**config.mk**
```make
export PLATFORM = sky130hd
export DESIGN_NAME = postfix_expression_evaluator_top
export DESIGN_NICKNAME = d
export VERILOG_FILES = /design/src/rtl/core/pfx_pkg.sv /design/src/rtl/core/pfx_div.sv /design/src/rtl/core/pfx_dp.sv /design/src/rtl/core/pfx_ctrl.sv /design/src/rtl/core/postfix_expression_evaluator_top.sv
export VERILOG_INCLUDE_DIRS = /design/src /design/src/rtl/core
export SDC_FILE = /design/constraint.sdc
export NUM_CORES = 2
export LEC_CHECK = 0
export BUFFER_PORTS_ARGS = -buffer_cell sky130_fd_sc_hd__buf_2
export CAP_MARGIN = 0
export CORE_AREA = 2 2 578 580
export CTS_BUF_LIST = sky130_fd_sc_hd__clkbuf_16
export CTS_CLUSTER_SIZE = 30
export DETAILED_ROUTE_END_ITERATION = 10
export DIE_AREA = 0 0 580 582
export HOLD_SLACK_MARGIN = 0.05
export PLACE_DENSITY = 0.61
export SKIP_CTS_REPAIR_TIMING = 1
export SLEW_MARGIN = 20
export SYNTH_ARGS = -nofsm -noshare
export SYNTH_HDL_FRONTEND = slang
export SYNTH_SLANG_ARGS = --single-unit
```
**constraint.sdc**
```tcl
create_clock -name clk_i -period 7.45 [get_ports clk_i]
set_input_delay 1.49 -clock clk_i [delete_from_list [all_inputs] [get_ports clk_i]]
set_output_delay 1.49 -clock clk_i [all_outputs]
set_load 0.005 [all_outputs]
```
**src/rtl/core/postfix_expression_evaluator_top_macros.svh**
```systemverilog
// ---------------------------------------------------------------------------
// Assertion macros for the postfix expression evaluator
// Immediate wrappers around concurrent assertions on clk_i / rst_ni; they
// compile to nothing when SYNTH is defined.
// ---------------------------------------------------------------------------
`ifndef POSTFIX_EXPRESSION_EVALUATOR_TOP_MACROS_SVH
`define POSTFIX_EXPRESSION_EVALUATOR_TOP_MACROS_SVH
`ifndef SYNTH
`define PFX_ASSERT(lbl, prop) \
  lbl: assert property (@(posedge clk_i) disable iff (!rst_ni) (prop)) \
    else $error("assertion failed");
`define PFX_ASSERT_NEXT(lbl, pre, post) \
  lbl: assert property (@(posedge clk_i) disable iff (!rst_ni) (pre) |=> (post)) \
    else $error("assertion failed");
`else
`define PFX_ASSERT(lbl, prop)
`define PFX_ASSERT_NEXT(lbl, pre, post)
`endif
`endif

```
**src/rtl/core/pfx_pkg.sv**
```systemverilog
// ---------------------------------------------------------------------------
// pfx_pkg
// Shared constants, codes and controller/datapath types of the evaluator.
// ---------------------------------------------------------------------------
`timescale 1ns / 1ps

package pfx_pkg;

  localparam int STACK_DEPTH = 64;
  localparam int DATA_W      = 32;
  localparam int SYM_W       = 8;
  localparam int CNT_W       = $clog2(STACK_DEPTH + 1);
  localparam int ADDR_W      = (STACK_DEPTH > 1) ? $clog2(STACK_DEPTH) : 1;
  localparam int DIV_STEPS   = DATA_W;
  localparam int DIV_CNT_W   = $clog2(DIV_STEPS + 1);

  localparam logic [SYM_W-1:0] CH_NUL     = 8'd0;
  localparam logic [SYM_W-1:0] CH_ZERO    = 8'd48;
  localparam logic [SYM_W-1:0] CH_NINE    = 8'd57;
  localparam logic [SYM_W-1:0] CH_PLUS    = 8'h2B;
  localparam logic [SYM_W-1:0] CH_MINUS   = 8'h2D;
  localparam logic [SYM_W-1:0] CH_STAR    = 8'h2A;
  localparam logic [SYM_W-1:0] CH_SLASH   = 8'h2F;
  localparam logic [SYM_W-1:0] CH_PERCENT = 8'h25;

  typedef enum logic [2:0] {
    ST_OK        = 3'd0,
    ST_UNDERFLOW = 3'd1,
    ST_DIVZERO   = 3'd2,
    ST_OVERFLOW  = 3'd3,
    ST_EMPTY     = 3'd4
  } status_e;

  typedef enum logic [3:0] {
    CS_IDLE,
    CS_DECODE,
    CS_CLASS,
    CS_RD_RHS,
    CS_RD_LHS,
    CS_EXEC,
    CS_DIV,
    CS_PUSH,
    CS_EMIT
  } ctrl_state_e;

  typedef struct packed {
    logic sym_load;
    logic acc_update;
    logic push_acc;
    logic note_underflow;
    logic rd_top;
    logic rd_second;
    logic cap_rhs;
    logic cap_lhs_pop;
    logic exec_alu;
    logic div_start;
    logic div_capture;
    logic push_res;
    logic emit;
  } cmd_t;

  typedef struct packed {
    logic is_digit;
    logic is_op;
    logic is_end;
    logic in_number;
    logic cnt_lt2;
    logic cnt_nz;
    logic div_needed;
    logic div_done;
    logic out_free;
  } sts_t;

endpackage

```
**src/rtl/core/pfx_div.sv**
```systemverilog
// ---------------------------------------------------------------------------
// pfx_div
// Signed 32-bit restoring divider, one quotient bit per cycle, truncating.
// ---------------------------------------------------------------------------
`timescale 1ns / 1ps

module pfx_div (
  input  logic                        clk_i,
  input  logic                        rst_ni,
  input  logic                        start_i,
  input  logic [pfx_pkg::DATA_W-1:0]  dividend_i,
  input  logic [pfx_pkg::DATA_W-1:0]  divisor_i,
  output logic                        done_o,
  output logic [pfx_pkg::DATA_W-1:0]  quot_o,
  output logic [pfx_pkg::DATA_W-1:0]  rem_o
);

  localparam int W = pfx_pkg::DATA_W;

  logic                          busy_q, busy_d;
  logic                          done_q, done_d;
  logic [pfx_pkg::DIV_CNT_W-1:0] step_q, step_d;
  logic [W-1:0]                  a_q, a_d;
  logic [W-1:0]                  r_q, r_d;
  logic [W-1:0]                  b_q, b_d;
  logic                          qneg_q, qneg_d;
  logic                          rneg_q, rneg_d;

  logic [W-1:0] shifted;
  logic [W:0]   diff;
  logic         ge;

  // remainder stays below the divisor magnitude, so its top bit is clear
  assign shifted = {r_q[W-2:0], a_q[W-1]};
  assign diff    = {1'b0, shifted} - {1'b0, b_q};
  assign ge      = ~diff[W];

  always_comb begin
    busy_d = busy_q;
    done_d = 1'b0;
    step_d = step_q;
    a_d    = a_q;
    r_d    = r_q;
    b_d    = b_q;
    qneg_d = qneg_q;
    rneg_d = rneg_q;
    if (start_i) begin
      busy_d = 1'b1;
      step_d = pfx_pkg::DIV_CNT_W'(pfx_pkg::DIV_STEPS);
      a_d    = dividend_i[W-1] ? (~dividend_i + 1'b1) : dividend_i;
      b_d    = divisor_i[W-1] ? (~divisor_i + 1'b1) : divisor_i;
      r_d    = '0;
      qneg_d = dividend_i[W-1] ^ divisor_i[W-1];
      rneg_d = dividend_i[W-1];
    end else if (busy_q) begin
      r_d    = ge ? diff[W-1:0] : shifted;
      a_d    = {a_q[W-2:0], ge};
      step_d = step_q - 1'b1;
      if (step_q == pfx_pkg::DIV_CNT_W'(1)) begin
        busy_d = 1'b0;
        done_d = 1'b1;
      end
    end
  end

  always_ff @(posedge clk_i or negedge rst_ni) begin
    if (!rst_ni) begin
      busy_q <= 1'b0;
      done_q <= 1'b0;
      step_q <= '0;
    end else begin
      busy_q <= busy_d;
      done_q <= done_d;
      step_q <= step_d;
    end
  end

  always_ff @(posedge clk_i) begin
    a_q    <= a_d;
    r_q    <= r_d;
    b_q    <= b_d;
    qneg_q <= qneg_d;
    rneg_q <= rneg_d;
  end

  assign done_o = done_q;
  assign quot_o = qneg_q ? (~a_q + 1'b1) : a_q;
  assign rem_o  = rneg_q ? (~r_q + 1'b1) : r_q;

endmodule

```
**src/rtl/core/pfx_dp.sv**
```systemverilog
// ---------------------------------------------------------------------------
// pfx_dp
// Evaluator datapath: symbol decode, number builder, operand stack, ALU,
// divider and result register.
// ---------------------------------------------------------------------------
`timescale 1ns / 1ps
`include "postfix_expression_evaluator_top_macros.svh"

module pfx_dp (
  input  logic                        clk_i,
  input  logic                        rst_ni,
  input  pfx_pkg::cmd_t               cmd_i,
  output pfx_pkg::sts_t               sts_o,
  input  logic [pfx_pkg::SYM_W-1:0]   symbol_i,
  input  logic                        out_ready_i,
  output logic                        out_valid_o,
  output logic [pfx_pkg::DATA_W-1:0]  value_o,
  output logic [2:0]                  status_o
);

  localparam int W = pfx_pkg::DATA_W;

  logic [pfx_pkg::SYM_W-1:0] sym_q;
  logic [W-1:0]              acc_q, acc_d;
  logic                      in_num_q, in_num_d;
  logic [pfx_pkg::CNT_W-1:0] cnt_q, cnt_d;
  pfx_pkg::status_e          err_q, err_d;
  logic                      out_valid_q, out_valid_d;
  logic [W-1:0]              lhs_q, rhs_q, res_q, value_q;
  pfx_pkg::status_e          status_q;
  logic [W-1:0]              rd_q;

  logic [W-1:0] stack_mem [pfx_pkg::STACK_DEPTH];

  logic                       is_digit, is_op, is_divmod;
  logic [W-1:0]               digit, acc_x10;
  logic [W-1:0]               mul_lo, alu_res;
  logic                       has_room, wr_en;
  logic [W-1:0]               wr_data;
  logic [pfx_pkg::ADDR_W-1:0] wr_addr, rd_addr;
  logic [pfx_pkg::CNT_W-1:0]  cnt_m1, cnt_m2;
  logic                       div_done;
  logic [W-1:0]               div_quot, div_rem;
  pfx_pkg::status_e           end_status;

  assign is_digit  = (sym_q >= pfx_pkg::CH_ZERO) && (sym_q <= pfx_pkg::CH_NINE);
  assign is_divmod = (sym_q == pfx_pkg::CH_SLASH) || (sym_q == pfx_pkg::CH_PERCENT);
  assign is_op     = (sym_q == pfx_pkg::CH_PLUS) || (sym_q == pfx_pkg::CH_MINUS) ||
                     (sym_q == pfx_pkg::CH_STAR) || is_divmod;

  assign digit   = W'(sym_q - pfx_pkg::CH_ZERO);
  assign acc_x10 = {acc_q[W-4:0], 3'b000} + {acc_q[W-2:0], 1'b0};

  assign mul_lo = lhs_q * rhs_q;

  always_comb begin
    case (sym_q)
      pfx_pkg::CH_PLUS:  alu_res = lhs_q + rhs_q;
      pfx_pkg::CH_MINUS: alu_res = lhs_q - rhs_q;
      pfx_pkg::CH_STAR:  alu_res = mul_lo;
      default:           alu_res = '0;
    endcase
  end

  // stack addressing
  assign has_room = cnt_q < pfx_pkg::CNT_W'(pfx_pkg::STACK_DEPTH);
  assign cnt_m1   = cnt_q - 1'b1;
  assign cnt_m2   = cnt_q - 2'd2;
  assign wr_addr  = cnt_q[pfx_pkg::ADDR_W-1:0];
  assign rd_addr  = cmd_i.rd_second ? cnt_m2[pfx_pkg::ADDR_W-1:0]
                                    : cnt_m1[pfx_pkg::ADDR_W-1:0];
  assign wr_en    = (cmd_i.push_acc || cmd_i.push_res) && has_room;
  assign wr_data  = cmd_i.push_acc ? acc_q : res_q;

  always_ff @(posedge clk_i) begin
    if (wr_en) begin
      stack_mem[wr_addr] <= wr_data;
    end
    if (cmd_i.rd_top || cmd_i.rd_second) begin
      rd_q <= stack_mem[rd_addr];
    end
  end

  pfx_div u_div (
    .clk_i      (clk_i),
    .rst_ni     (rst_ni),
    .start_i    (cmd_i.div_start),
    .dividend_i (lhs_q),
    .divisor_i  (rhs_q),
    .done_o     (div_done),
    .quot_o     (div_quot),
    .rem_o      (div_rem)
  );

  always_comb begin
    if (err_q != pfx_pkg::ST_OK) begin
      end_status = err_q;
    end else if (cnt_q == '0) begin
      end_status = pfx_pkg::ST_EMPTY;
    end else begin
      end_status = pfx_pkg::ST_OK;
    end
  end

  // control state: count, accumulator, first error, result valid
  always_comb begin
    acc_d       = acc_q;
    in_num_d    = in_num_q;
    cnt_d       = cnt_q;
    err_d       = err_q;
    out_valid_d = out_valid_q;
    if (out_ready_i) begin
      out_valid_d = 1'b0;
    end
    if (cmd_i.acc_update) begin
      acc_d    = in_num_q ? (acc_x10 + digit) : digit;
      in_num_d = 1'b1;
    end
    if (cmd_i.push_acc) begin
      acc_d    = '0;
      in_num_d = 1'b0;
    end
    if (cmd_i.push_acc || cmd_i.push_res) begin
      if (has_room) begin
        cnt_d = cnt_q + 1'b1;
      end else if (err_q == pfx_pkg::ST_OK) begin
        err_d = pfx_pkg::ST_OVERFLOW;
      end
    end
    if (cmd_i.note_underflow && (err_q == pfx_pkg::ST_OK)) begin
      err_d = pfx_pkg::ST_UNDERFLOW;
    end
    if (cmd_i.exec_alu && is_divmod && (err_q == pfx_pkg::ST_OK)) begin
      err_d = pfx_pkg::ST_DIVZERO;
    end
    if (cmd_i.cap_lhs_pop) begin
      cnt_d = cnt_m2;
    end
    if (cmd_i.emit) begin
      out_valid_d = 1'b1;
      cnt_d       = '0;
      err_d       = pfx_pkg::ST_OK;
      acc_d       = '0;
      in_num_d    = 1'b0;
    end
  end

  always_ff @(posedge clk_i or negedge rst_ni) begin
    if (!rst_ni) begin
      acc_q       <= '0;
      in_num_q    <= 1'b0;
      cnt_q       <= '0;
      err_q       <= pfx_pkg::ST_OK;
      out_valid_q <= 1'b0;
    end else begin
      acc_q       <= acc_d;
      in_num_q    <= in_num_d;
      cnt_q       <= cnt_d;
      err_q       <= err_d;
      out_valid_q <= out_valid_d;
    end
  end

  always_ff @(posedge clk_i) begin
    if (cmd_i.sym_load) begin
      sym_q <= symbol_i;
    end
    if (cmd_i.cap_rhs) begin
      rhs_q <= rd_q;
    end
    if (cmd_i.cap_lhs_pop) begin
      lhs_q <= rd_q;
    end
    if (cmd_i.exec_alu) begin
      res_q <= alu_res;
    end
    if (cmd_i.div_capture) begin
      res_q <= (sym_q == pfx_pkg::CH_SLASH) ? div_quot : div_rem;
    end
    if (cmd_i.emit) begin
      value_q  <= (cnt_q != '0) ? rd_q : '0;
      status_q <= end_status;
    end
  end

  always_comb begin
    sts_o            = '0;
    sts_o.is_digit   = is_digit;
    sts_o.is_op      = is_op;
    sts_o.is_end     = (sym_q == pfx_pkg::CH_NUL);
    sts_o.in_number  = in_num_q;
    sts_o.cnt_lt2    = cnt_q < pfx_pkg::CNT_W'(2);
    sts_o.cnt_nz     = cnt_q != '0;
    sts_o.div_needed = is_divmod && (rhs_q != '0);
    sts_o.div_done   = div_done;
    sts_o.out_free   = !out_valid_q || out_ready_i;
  end

  assign out_valid_o = out_valid_q;
  assign value_o     = value_q;
  assign status_o    = status_q;

  `PFX_ASSERT(a_cnt_bound, cnt_q <= pfx_pkg::CNT_W'(pfx_pkg::STACK_DEPTH))
  `PFX_ASSERT(a_wr_room, !wr_en || (cnt_q < pfx_pkg::CNT_W'(pfx_pkg::STACK_DEPTH)))
  `PFX_ASSERT_NEXT(a_err_sticky, (err_q != pfx_pkg::ST_OK) && !cmd_i.emit, err_q == $past(err_q))
  `PFX_ASSERT_NEXT(a_emit_clear, cmd_i.emit, (cnt_q == '0) && out_valid_q)

endmodule

```
**src/rtl/core/pfx_ctrl.sv**
```systemverilog
// ---------------------------------------------------------------------------
// pfx_ctrl
// Sequencer of the evaluator: steps each request through decode, stack
// access, arithmetic and result hand-off.
// ---------------------------------------------------------------------------
`timescale 1ns / 1ps

module pfx_ctrl (
  input  logic          clk_i,
  input  logic          rst_ni,
  input  logic          in_valid_i,
  output logic          in_ready_o,
  input  pfx_pkg::sts_t sts_i,
  output pfx_pkg::cmd_t cmd_o
);

  pfx_pkg::ctrl_state_e state_q, state_d;

  always_comb begin
    state_d = state_q;
    case (state_q)
      pfx_pkg::CS_IDLE: begin
        if (in_valid_i) state_d = pfx_pkg::CS_DECODE;
      end
      pfx_pkg::CS_DECODE: begin
        state_d = sts_i.is_digit ? pfx_pkg::CS_IDLE : pfx_pkg::CS_CLASS;
      end
      pfx_pkg::CS_CLASS: begin
        if (sts_i.is_op) begin
          state_d = sts_i.cnt_lt2 ? pfx_pkg::CS_IDLE : pfx_pkg::CS_RD_RHS;
        end else if (sts_i.is_end) begin
          state_d = pfx_pkg::CS_EMIT;
        end else begin
          state_d = pfx_pkg::CS_IDLE;
        end
      end
      pfx_pkg::CS_RD_RHS: state_d = pfx_pkg::CS_RD_LHS;
      pfx_pkg::CS_RD_LHS: state_d = pfx_pkg::CS_EXEC;
      pfx_pkg::CS_EXEC: begin
        state_d = sts_i.div_needed ? pfx_pkg::CS_DIV : pfx_pkg::CS_PUSH;
      end
      pfx_pkg::CS_DIV: begin
        if (sts_i.div_done) state_d = pfx_pkg::CS_PUSH;
      end
      pfx_pkg::CS_PUSH: state_d = pfx_pkg::CS_IDLE;
      pfx_pkg::CS_EMIT: begin
        if (sts_i.out_free) state_d = pfx_pkg::CS_IDLE;
      end
      default: state_d = pfx_pkg::CS_IDLE;
    endcase
  end

  always_comb begin
    cmd_o      = '0;
    in_ready_o = 1'b0;
    case (state_q)
      pfx_pkg::CS_IDLE: begin
        in_ready_o     = 1'b1;
        cmd_o.sym_load = in_valid_i;
      end
      pfx_pkg::CS_DECODE: begin
        cmd_o.acc_update = sts_i.is_digit;
        cmd_o.push_acc   = !sts_i.is_digit && sts_i.in_number;
      end
      pfx_pkg::CS_CLASS: begin
        cmd_o.note_underflow = sts_i.is_op && sts_i.cnt_lt2;
        cmd_o.rd_top         = (sts_i.is_op && !sts_i.cnt_lt2) ||
                               (sts_i.is_end && sts_i.cnt_nz);
      end
      pfx_pkg::CS_RD_RHS: begin
        cmd_o.cap_rhs   = 1'b1;
        cmd_o.rd_second = 1'b1;
      end
      pfx_pkg::CS_RD_LHS: cmd_o.cap_lhs_pop = 1'b1;
      pfx_pkg::CS_EXEC: begin
        cmd_o.div_start = sts_i.div_needed;
        cmd_o.exec_alu  = !sts_i.div_needed;
      end
      pfx_pkg::CS_DIV:  cmd_o.div_capture = sts_i.div_done;
      pfx_pkg::CS_PUSH: cmd_o.push_res = 1'b1;
      pfx_pkg::CS_EMIT: cmd_o.emit = sts_i.out_free;
      default: begin
        cmd_o      = '0;
        in_ready_o = 1'b0;
      end
    endcase
  end

  always_ff @(posedge clk_i or negedge rst_ni) begin
    if (!rst_ni) begin
      state_q <= pfx_pkg::CS_IDLE;
    end else begin
      state_q <= state_d;
    end
  end

endmodule

```
**src/rtl/core/postfix_expression_evaluator_top.sv**
```systemverilog
// ---------------------------------------------------------------------------
// postfix_expression_evaluator_top
// Reverse Polish evaluator over an ASCII character stream.
// ---------------------------------------------------------------------------
`timescale 1ns / 1ps

// Feed one character per request on symbol_i. Digit runs build an unsigned
// number that is pushed when the next non-digit arrives; + - * / % pop two
// values and push (second-from-top op top) with 32-bit wrapping arithmetic
// and truncating division; other characters only separate tokens. A zero
// byte closes the expression and produces one result request: value_o is
// the stack top (0 if empty) and status_o is 0 ok, 1 underflow, 2 divide by
// zero, 3 overflow or 4 empty; only the first error is reported, and the
// block then starts afresh. Each character is stepped through by the
// sequencer, with the stack memory's registered read: a digit ends after
// decode, and closing a pending number adds no step, as the push rides in
// the decode state. + - * read both values, execute and push; / % also wait
// on the bit-serial divider's 32 iterations, except when the divisor is
// zero. An operator that finds fewer than two values ends after it is
// classified. A zero byte waits only while an earlier result has not yet
// been taken downstream. No clearing pass after reset.
module postfix_expression_evaluator_top (
  input  logic                        clk_i,
  input  logic                        rst_ni,
  input  logic                        in_valid_i,
  output logic                        in_ready_o,
  input  logic [pfx_pkg::SYM_W-1:0]   symbol_i,
  output logic                        out_valid_o,
  input  logic                        out_ready_i,
  output logic signed [pfx_pkg::DATA_W-1:0] value_o,
  output logic [2:0]                  status_o
);

  pfx_pkg::cmd_t cmd;
  pfx_pkg::sts_t sts;
  logic [pfx_pkg::DATA_W-1:0] value_raw;

  // sequencer: holds the input off while a character is in flight
  pfx_ctrl u_ctrl (
    .clk_i      (clk_i),
    .rst_ni     (rst_ni),
    .in_valid_i (in_valid_i),
    .in_ready_o (in_ready_o),
    .sts_i      (sts),
    .cmd_o      (cmd)
  );

  // datapath: stack, arithmetic and the output register
  pfx_dp u_dp (
    .clk_i       (clk_i),
    .rst_ni      (rst_ni),
    .cmd_i       (cmd),
    .sts_o       (sts),
    .symbol_i    (symbol_i),
    .out_ready_i (out_ready_i),
    .out_valid_o (out_valid_o),
    .value_o     (value_raw),
    .status_o    (status_o)
  );

  assign value_o = $signed(value_raw);

endmodule

```
=== Word level (Yosys, flattened, before mapping) ===
Memories as Yosys holds them, arrays and structs flattened. A register that Yosys moved wholly into a read port is not among the register bits.
Cells that the tools add are included.
W data, S select, Z words.

* Add/subtract/negate cells: 14
* Multiply operators: 1
* Order comparisons: 4
* Equal/unequal tests: 18
* Mux-type cells: 63
* Bitwise logic cells: 6
* Reductions and logical operators: 40

{| class="wikitable"
|+ Operators with widths
! kind !! count
|-
| $mux W32 || 14
|-
| $add A32 B1 Y32 const B || 4
|-
| $not A32 Y32 || 4
|-
| $add A32 B32 Y32 || 3
|-
| $pmux W32 S3 || 1
|-
| $eq A8 B6 Y1 const B || 5
|-
| $sub A32 B32 Y33 || 1
|-
| $mul A32 B32 Y32 || 1
|-
| $pmux W4 S8 || 1
|-
| $reduce_bool A32 Y1 || 1
|-
| $sub A32 B32 Y32 || 1
|-
| $mux W31 || 1
|-
| $mux W7 || 4
|-
| $mux W3 || 8
|-
| $mux W1 || 20
|-
| $mux W4 || 5
|-
| $mux W6 || 3
|-
| $eq A4 B3 Y1 const B || 4
|-
| $mux W2 || 6
|-
| $reduce_bool A3 Y1 || 4
|-
| $sub A6 B1 Y6 const B || 2
|-
| $logic_and A1 B1 Y1 || 10
|-
| $sub A8 B6 Y9 const B || 1
|-
| $eq A4 B2 Y1 const B || 2
|-
| 25 further kinds || 40
|}

* Bits in registers: 293
* Memory bits (writable): 2048
* Input port bits: 12
* Memories: 1

{| class="wikitable"
|+ Memories
! memory !! words !! bits a word !! rd ports !! clocked after Yosys merged registers in !! write ports !! line !! RTL
|-
| u_dp.stack_mem || 64 || 32 || 1 || 1 || 1 || pfx_dp.sv:33 || <nowiki>logic [W-1:0] stack_mem [pfx_pkg::STACK_DEPTH];</nowiki>
|}

=== Longest topological paths before layout ===
* Depth in word-level cells: 11
* Depth in mapped cells: 28
* Mapped depth without buffers: 26

=== Modules after synthesis ===
A second synthesis with hierarchy kept.

* Cell total of the unflattened synthesis: 7379
* Area, all modules: 116425.4 µm²

{| class="wikitable"
|+ Modules (own cells, without submodules)
! module !! instances !! cells an instance !! area an instance (µm²) !! seq. area each (µm²)
|-
| pfx_dp || 1 || 6349 || 107638.2 || 67709.9
|-
| pfx_div || 1 || 982 || 8381.8 || 2822.7
|-
| pfx_ctrl || 1 || 48 || 405.4 || 100.1
|}

=== Least setup slack after synthesis ===
OpenSTA, ideal clock, no wires.

* Path type: reg-to-reg
* Start: reg u_dp.rhs_q[7]
* End: reg u_dp.res_q[29] (data pin)
* Library setup time: 0.270 ns
* Arrival: 6.656 ns
* Slack: 0.524 ns
* Cell stages (with the launch flop): 24
* Clock period less this slack: 6.926 ns
* Cell sequence: edfxtp_1 -> clkbuf_1 -> clkbuf_1 -> and2_1 -> fa_1 -> fa_1 -> fa_1 -> inv_1 -> fa_1 -> inv_1 -> fa_1 -> inv_1 -> fa_1 -> inv_1 -> fa_1 -> fa_1 -> ha_1 -> and3_1 -> nand4_1 -> o311ai_1 -> a41oi_1 -> xnor2_1 -> a221oi_1 -> a21oi_1

* Longest elaborated chain between the ends: 4

{| class="wikitable"
|+ RTL lines
! element !! line !! RTL
|-
| start: declaration || pfx_dp.sv:29 || <nowiki>logic [W-1:0] lhs_q, rhs_q, res_q, value_q;</nowiki>
|-
| start signal: assignment || pfx_dp.sv:169 || <nowiki>rhs_q <= rd_q;</nowiki>
|-
| $mul A32 B32 Y32, or another cell as far along || pfx_dp.sv:54 || <nowiki>assign mul_lo = lhs_q * rhs_q;</nowiki>
|-
| $pmux W32 S3 * || pfx_dp.sv:57 || <nowiki>case (sym_q)</nowiki>
|-
| $mux W32 * || pfx_dp.sv:174 || <nowiki>if (cmd_i.exec_alu) begin</nowiki>
|-
| $mux W32 * || pfx_dp.sv:177 || <nowiki>if (cmd_i.div_capture) begin</nowiki>
|-
| end signal: assignment || pfx_dp.sv:175 || <nowiki>res_q <= alu_res;</nowiki>
|-
| end signal: assignment || pfx_dp.sv:178 || <nowiki>res_q <= (sym_q == pfx_pkg::CH_SLASH) ? div_quot : div_rem;</nowiki>
|-
| end: declaration || pfx_dp.sv:29 ||
|}

Every way passes the cells marked *; elsewhere a longest branch is shown, timed or not. The select of a mux whose other input is x is not followed.
A chain may end at the register's enable or synchronous reset.

=== Worst setup path in the final report ===
* Start: reg u_dp.rhs_q[5]
* End: reg u_dp.res_q[31] (data pin)

The elaborated chain is that of the path after synthesis.

==> results.toml <==
[outcome]
outcome = "complete, no violations"

[sta]
post-route-period-util_pct = 96.9
postLayoutSetupSlackWorst_ns = 0.232
maxSlewHeadroom_pct = 18.1
finClkSkew_ns = 0.0873
timing.final.max_slew_violations = 0
tightestPinTransition_ns = 1.22
period_minus_slack_ns = 7.22
rsz_0062_raised_after_global_routing = "true"
timing.hold.ws_ns = 0.528
maxClockFrequency_mhz = 139
hold_viol_final = 0
setup_viol = 0

[worst_setup_path]
worst-r2r-cell-count = 22
startpoint_type = "flop"
r2r-end = "u_dp.res_q[31]"
r2r-start = "u_dp.rhs_q[5]"
worst_ep_required_time_ns = 8.06
timing.critical_path.to_type = "flop"
criticalPathCategory = "flop to flop"
worst-path-max-fanout = 16
critical_path_arrival_ns = 7.83
r2r_setup_slack_ns = 0.23
critical_path.startpoint = "u_dp.rhs_q[5]"
worst_setup_path_endpoint = "u_dp.res_q[31]"

[clock_tree]
root_buffer = "sky130_fd_sc_hd__clkbuf_16"
cts_buffers = 262
max-clock-path-buffers = 4
htree_num_levels = 5
clk_pin_slew_worst_paths_ns = 0.07
worst_skew_pair.late_latency_ns = 0.89
tritoncts_clock_tree = "done"
cts_num_sinks = 2372

[route]
detailed_route_via_count = 64200
route.detailed.drc = 0
detail_route.vias_per_cell = 5.30
detail_route.wl_per_cell_um = 25.4
drt-initial-drc-count = 5626
drt-total-wl_um = 307000
drtAntennaViolNets = 0
detailedRoute.firstPassIterationCount = 5

[logic_synthesis]
synthesis.instances = 7304
multiplexer_share_of_the_synthesized_area_pct = 12.2
synth-edff-count = 2285
synth.top_cell.area_share_pct = 59.3
mapped_cell_area_um2 = 116000
yosysWarnings = 0
post_synth.cell_area_avg_um2 = 15.8
yosys_most_used_dff = "sky130_fd_sc_hd__edfxtp_1"
main_area_contributors_after_synthesis = "sky130_fd_sc_hd__edfxtp_1 59%, sky130_fd_sc_hd__mux4_2 11%, sky130_fd_sc_hd__fa_1 7.6%"
synth-xor-area-share_pct = 2.49
synth_area_in_compound_gates_pct = 5.03
synth.distinct_cells = 83
postSynth.asyncResetShare_pct = 2.32
yosys.area_share.simple_pct = 6.14
largest_family_of_logic_cells_by_synthesized_area = "multiplexers"
synth_seq_area_share_pct = 61.1
synth_largest_area_cell = "sky130_fd_sc_hd__edfxtp_1"
adder_cell_area_share_of_the_yosys_netlist_pct = 10.1
synth.net_count = 7989
synth-seq-cells = 2372

[grt]
antenna_found_initial = 20
first_pass_grt_wire_length_um = 453000
grt_pass1_vias = 66900
grt_remaining_overflow = 0
grt_use_total_pct = 18.0
grt_max_degree = 117

[finish]
layout-drive-gt1-share_pct = 18.3
nFillCells = 30100
finalInstanceArea_um2 = 131000
register_area_um2 = 70600
areaGrowthSynthToFinish_pct = 13.5
post_layout_net_count = 8193
multiInputGateArea_um2 = 42400

[place]
final_hpwl_from_detailed_placement_um = 203000
place.port_buffers = 48
post-place-ws_ns = 0.0334
postPlaceCellArea_um2 = 123000
last_weighted_congestion_value_of_the_routability_driven_placer = 0.886

[floorplanning]
die_area_um2 = 338000
initial_util_pct = 34.9
boundaryPins = 49
die_y_um = 582
placeableCoreArea_um2 = 332000
rows = 212
fp.dieW_um = 580

[job]
timing.max_cap.violations = 0

[min_path]
worstHoldPathType = "flop to flop"
## state kept, by name (all words and copies together) (netlist names)
register and cells:
u_dp.sym_q 8, u_dp.value_o 32, u_dp.cnt_q 7, u_dp.err_q 2, u_dp.acc_q 32, u_dp.stack_mem 2048, u_dp.u_div.step_q 6, u_dp.u_div.a_q 32
u_dp.u_div.b_q 32, u_dp.u_div.busy_q 1, u_dp.u_div.done_o 1, u_ctrl.state_q 4, u_dp.u_div.qneg_q 1, u_dp.lhs_q 32, u_dp.rhs_q 32, u_dp.rd_q 32
u_dp.u_div.rneg_q 1, u_dp.u_div.r_q 32, u_dp.res_q 32, u_dp.in_num_q 1, u_dp.status_o 3, u_dp.out_valid_o 1
## Yosys cell counts (22+ instances only)
| cell | n |
|---|---|
| sky130_fd_sc_hd__nand3_1 | 40 |
| sky130_fd_sc_hd__o21ai_0 | 113 |
| sky130_fd_sc_hd__xor2_1 | 134 |
| sky130_fd_sc_hd__and2_1 | 350 |
| sky130_fd_sc_hd__o31ai_1 | 45 |
| sky130_fd_sc_hd__mux2_2 | 35 |
| sky130_fd_sc_hd__xnor2_1 | 192 |
| sky130_fd_sc_hd__a21oi_1 | 313 |
| sky130_fd_sc_hd__mux4_2 | 544 |
| sky130_fd_sc_hd__ha_1 | 234 |
| sky130_fd_sc_hd__a221oi_1 | 22 |
| sky130_fd_sc_hd__fa_1 | 439 |
| sky130_fd_sc_hd__edfxtp_1 | 2285 |
| sky130_fd_sc_hd__clkbuf_1 | 323 |
| sky130_fd_sc_hd__nor2_1 | 218 |
| sky130_fd_sc_hd__mux2i_1 | 147 |
| sky130_fd_sc_hd__dfxtp_1 | 32 |
| sky130_fd_sc_hd__nor2b_1 | 154 |
| sky130_fd_sc_hd__o21a_1 | 24 |
| sky130_fd_sc_hd__nand2b_1 | 38 |
| sky130_fd_sc_hd__a31oi_1 | 36 |
| sky130_fd_sc_hd__dfrtp_1 | 55 |
| sky130_fd_sc_hd__nor3_1 | 36 |
| sky130_fd_sc_hd__a211oi_1 | 140 |
| sky130_fd_sc_hd__inv_1 | 465 |
| sky130_fd_sc_hd__a21o_1 | 60 |
| sky130_fd_sc_hd__o21ai_1 | 65 |
| sky130_fd_sc_hd__nand2_1 | 449 |
| sky130_fd_sc_hd__buf_2 | 74 |
## routing by layer
layer | GRT usage (%) | vias up | wire [um]
met3 | 2.88 | 451 | 16900
met5 | 0 | - | 72
met2 | 31.1 | 1872 | 155000
met1 | 23.4 | 34000 | 127000
met4 | 5.03 | 10 | 8540
li1 | - | 27800 | -
## worst max-delay path, cell delays in order (launching register included)
cell,delay (ns)
sky130_fd_sc_hd__edfxtp_1,0.38
sky130_fd_sc_hd__buf_6,0.16
sky130_fd_sc_hd__buf_12,0.15
sky130_fd_sc_hd__and2_1,0.18
sky130_fd_sc_hd__fa_2,0.59
sky130_fd_sc_hd__fa_2,0.45
sky130_fd_sc_hd__fa_1,0.52
sky130_fd_sc_hd__inv_1,0.05
sky130_fd_sc_hd__fa_1,0.47
sky130_fd_sc_hd__inv_1,0.05
sky130_fd_sc_hd__fa_1,0.48
sky130_fd_sc_hd__fa_1,0.56
sky130_fd_sc_hd__fa_1,0.42
sky130_fd_sc_hd__fa_1,0.48
sky130_fd_sc_hd__ha_4,0.30
sky130_fd_sc_hd__and3_4,0.20
sky130_fd_sc_hd__nand4_1,0.24
sky130_fd_sc_hd__o311ai_2,0.39
sky130_fd_sc_hd__buf_4,0.18
sky130_fd_sc_hd__a41oi_4,0.14
sky130_fd_sc_hd__o21bai_1,0.22
sky130_fd_sc_hd__mux2i_1,0.20
sky130_fd_sc_hd__o211ai_1,0.12
## cell type report
type / instances / area share, %
flip-flops and latches: 2372 / 53.8
clock buffers: 269 / 5.12
inverters: 469 / 1.34
clock inverters: 194 / 1.06
repair buffers: 352 / 2.22
diodes: 20 / 0.0381
well taps: 4387 / 4.18
multi-input cells: 4051 / 32.3
## worst min path at each step
stage,startpoint,to,slack [ns],cells past startpoint
2_1_floorplan,u_dp.lhs_q[31],u_dp.u_div.rneg_q,0.42,0
3_3_place_gp,u_dp.u_div.step_q[5],u_dp.u_div.step_q[5],0.52,2
3_5_place_dp,u_dp.out_valid_o,u_dp.out_valid_o,0.52,2
4_1_cts,u_dp.out_valid_o,u_dp.out_valid_o,0.54,2
5_1_grt,u_dp.out_valid_o,u_dp.out_valid_o,0.56,2
6_report,u_dp.out_valid_o,u_dp.out_valid_o,0.53,2
## kinds of logic (layout without fill, tap and decap cells)
| logic type | after synthesis | in the layout |
|---|---|---|
| DFF | 2372 | 2372 |
| and+or+nand+nor | 1400 | 1400 |
| AOI/OAI and AO/OA | 925 | 925 |
| buffers and inverters | 881 | 1284 |
| muxes | 726 | 726 |
| adders and majority gates | 673 | 673 |
| xor gates and xnor gates | 327 | 327 |
| other | 0 | 20 |
## per-stage QoR
step                util [%]  std cells  setup TNS [ns]
finish                  39.6      12100               0
global route            39.6      12100          -0.133
CTS                     39.5      12100        -0.00527
detailed placement      37.0      11600               0
global placement        37.0      11600               0
floorplan                  -       7304               0
## cell usage in the layout, fill, tap and decap left out, types with 24 or more instances in the layout
| cell type | netlist | routed |
|---|---|---|
| sky130_fd_sc_hd__a21oi_1 | 313 | 313 |
| sky130_fd_sc_hd__nand2b_1 | 38 | 38 |
| sky130_fd_sc_hd__fa_1 | 439 | 436 |
| sky130_fd_sc_hd__clkinv_2 | 0 | 39 |
| sky130_fd_sc_hd__clkinv_1 | 0 | 48 |
| sky130_fd_sc_hd__buf_2 | 74 | 48 |
| sky130_fd_sc_hd__buf_12 | 0 | 30 |
| sky130_fd_sc_hd__edfxtp_1 | 2285 | 2285 |
| sky130_fd_sc_hd__o21ai_0 | 113 | 111 |
| sky130_fd_sc_hd__o21a_1 | 24 | 24 |
| sky130_fd_sc_hd__nor3_1 | 36 | 34 |
| sky130_fd_sc_hd__nor2_4 | 0 | 64 |
| sky130_fd_sc_hd__a211oi_1 | 140 | 140 |
| sky130_fd_sc_hd__nand2_1 | 449 | 449 |
| sky130_fd_sc_hd__clkbuf_16 | 0 | 269 |
| sky130_fd_sc_hd__nand3_1 | 40 | 37 |
| sky130_fd_sc_hd__nor2_1 | 218 | 151 |
| sky130_fd_sc_hd__a31oi_1 | 36 | 36 |
| sky130_fd_sc_hd__dfxtp_1 | 32 | 32 |
| sky130_fd_sc_hd__and2_1 | 350 | 349 |
| sky130_fd_sc_hd__o31ai_1 | 45 | 45 |
| sky130_fd_sc_hd__inv_1 | 465 | 522 |
| sky130_fd_sc_hd__ha_1 | 234 | 231 |
| sky130_fd_sc_hd__xnor2_1 | 192 | 189 |
| sky130_fd_sc_hd__xor2_1 | 134 | 133 |
| sky130_fd_sc_hd__nor2b_1 | 154 | 154 |
| sky130_fd_sc_hd__mux2i_1 | 147 | 146 |
| sky130_fd_sc_hd__buf_4 | 2 | 269 |
| sky130_fd_sc_hd__a21o_1 | 60 | 60 |
| sky130_fd_sc_hd__o21ai_1 | 65 | 66 |
| sky130_fd_sc_hd__mux4_2 | 544 | 544 |
| sky130_fd_sc_hd__dfrtp_1 | 55 | 54 |
Power is left out: the tool's default activity adds up to more than one toggle a clock period on the data nets, which glitch-free logic cannot reach.
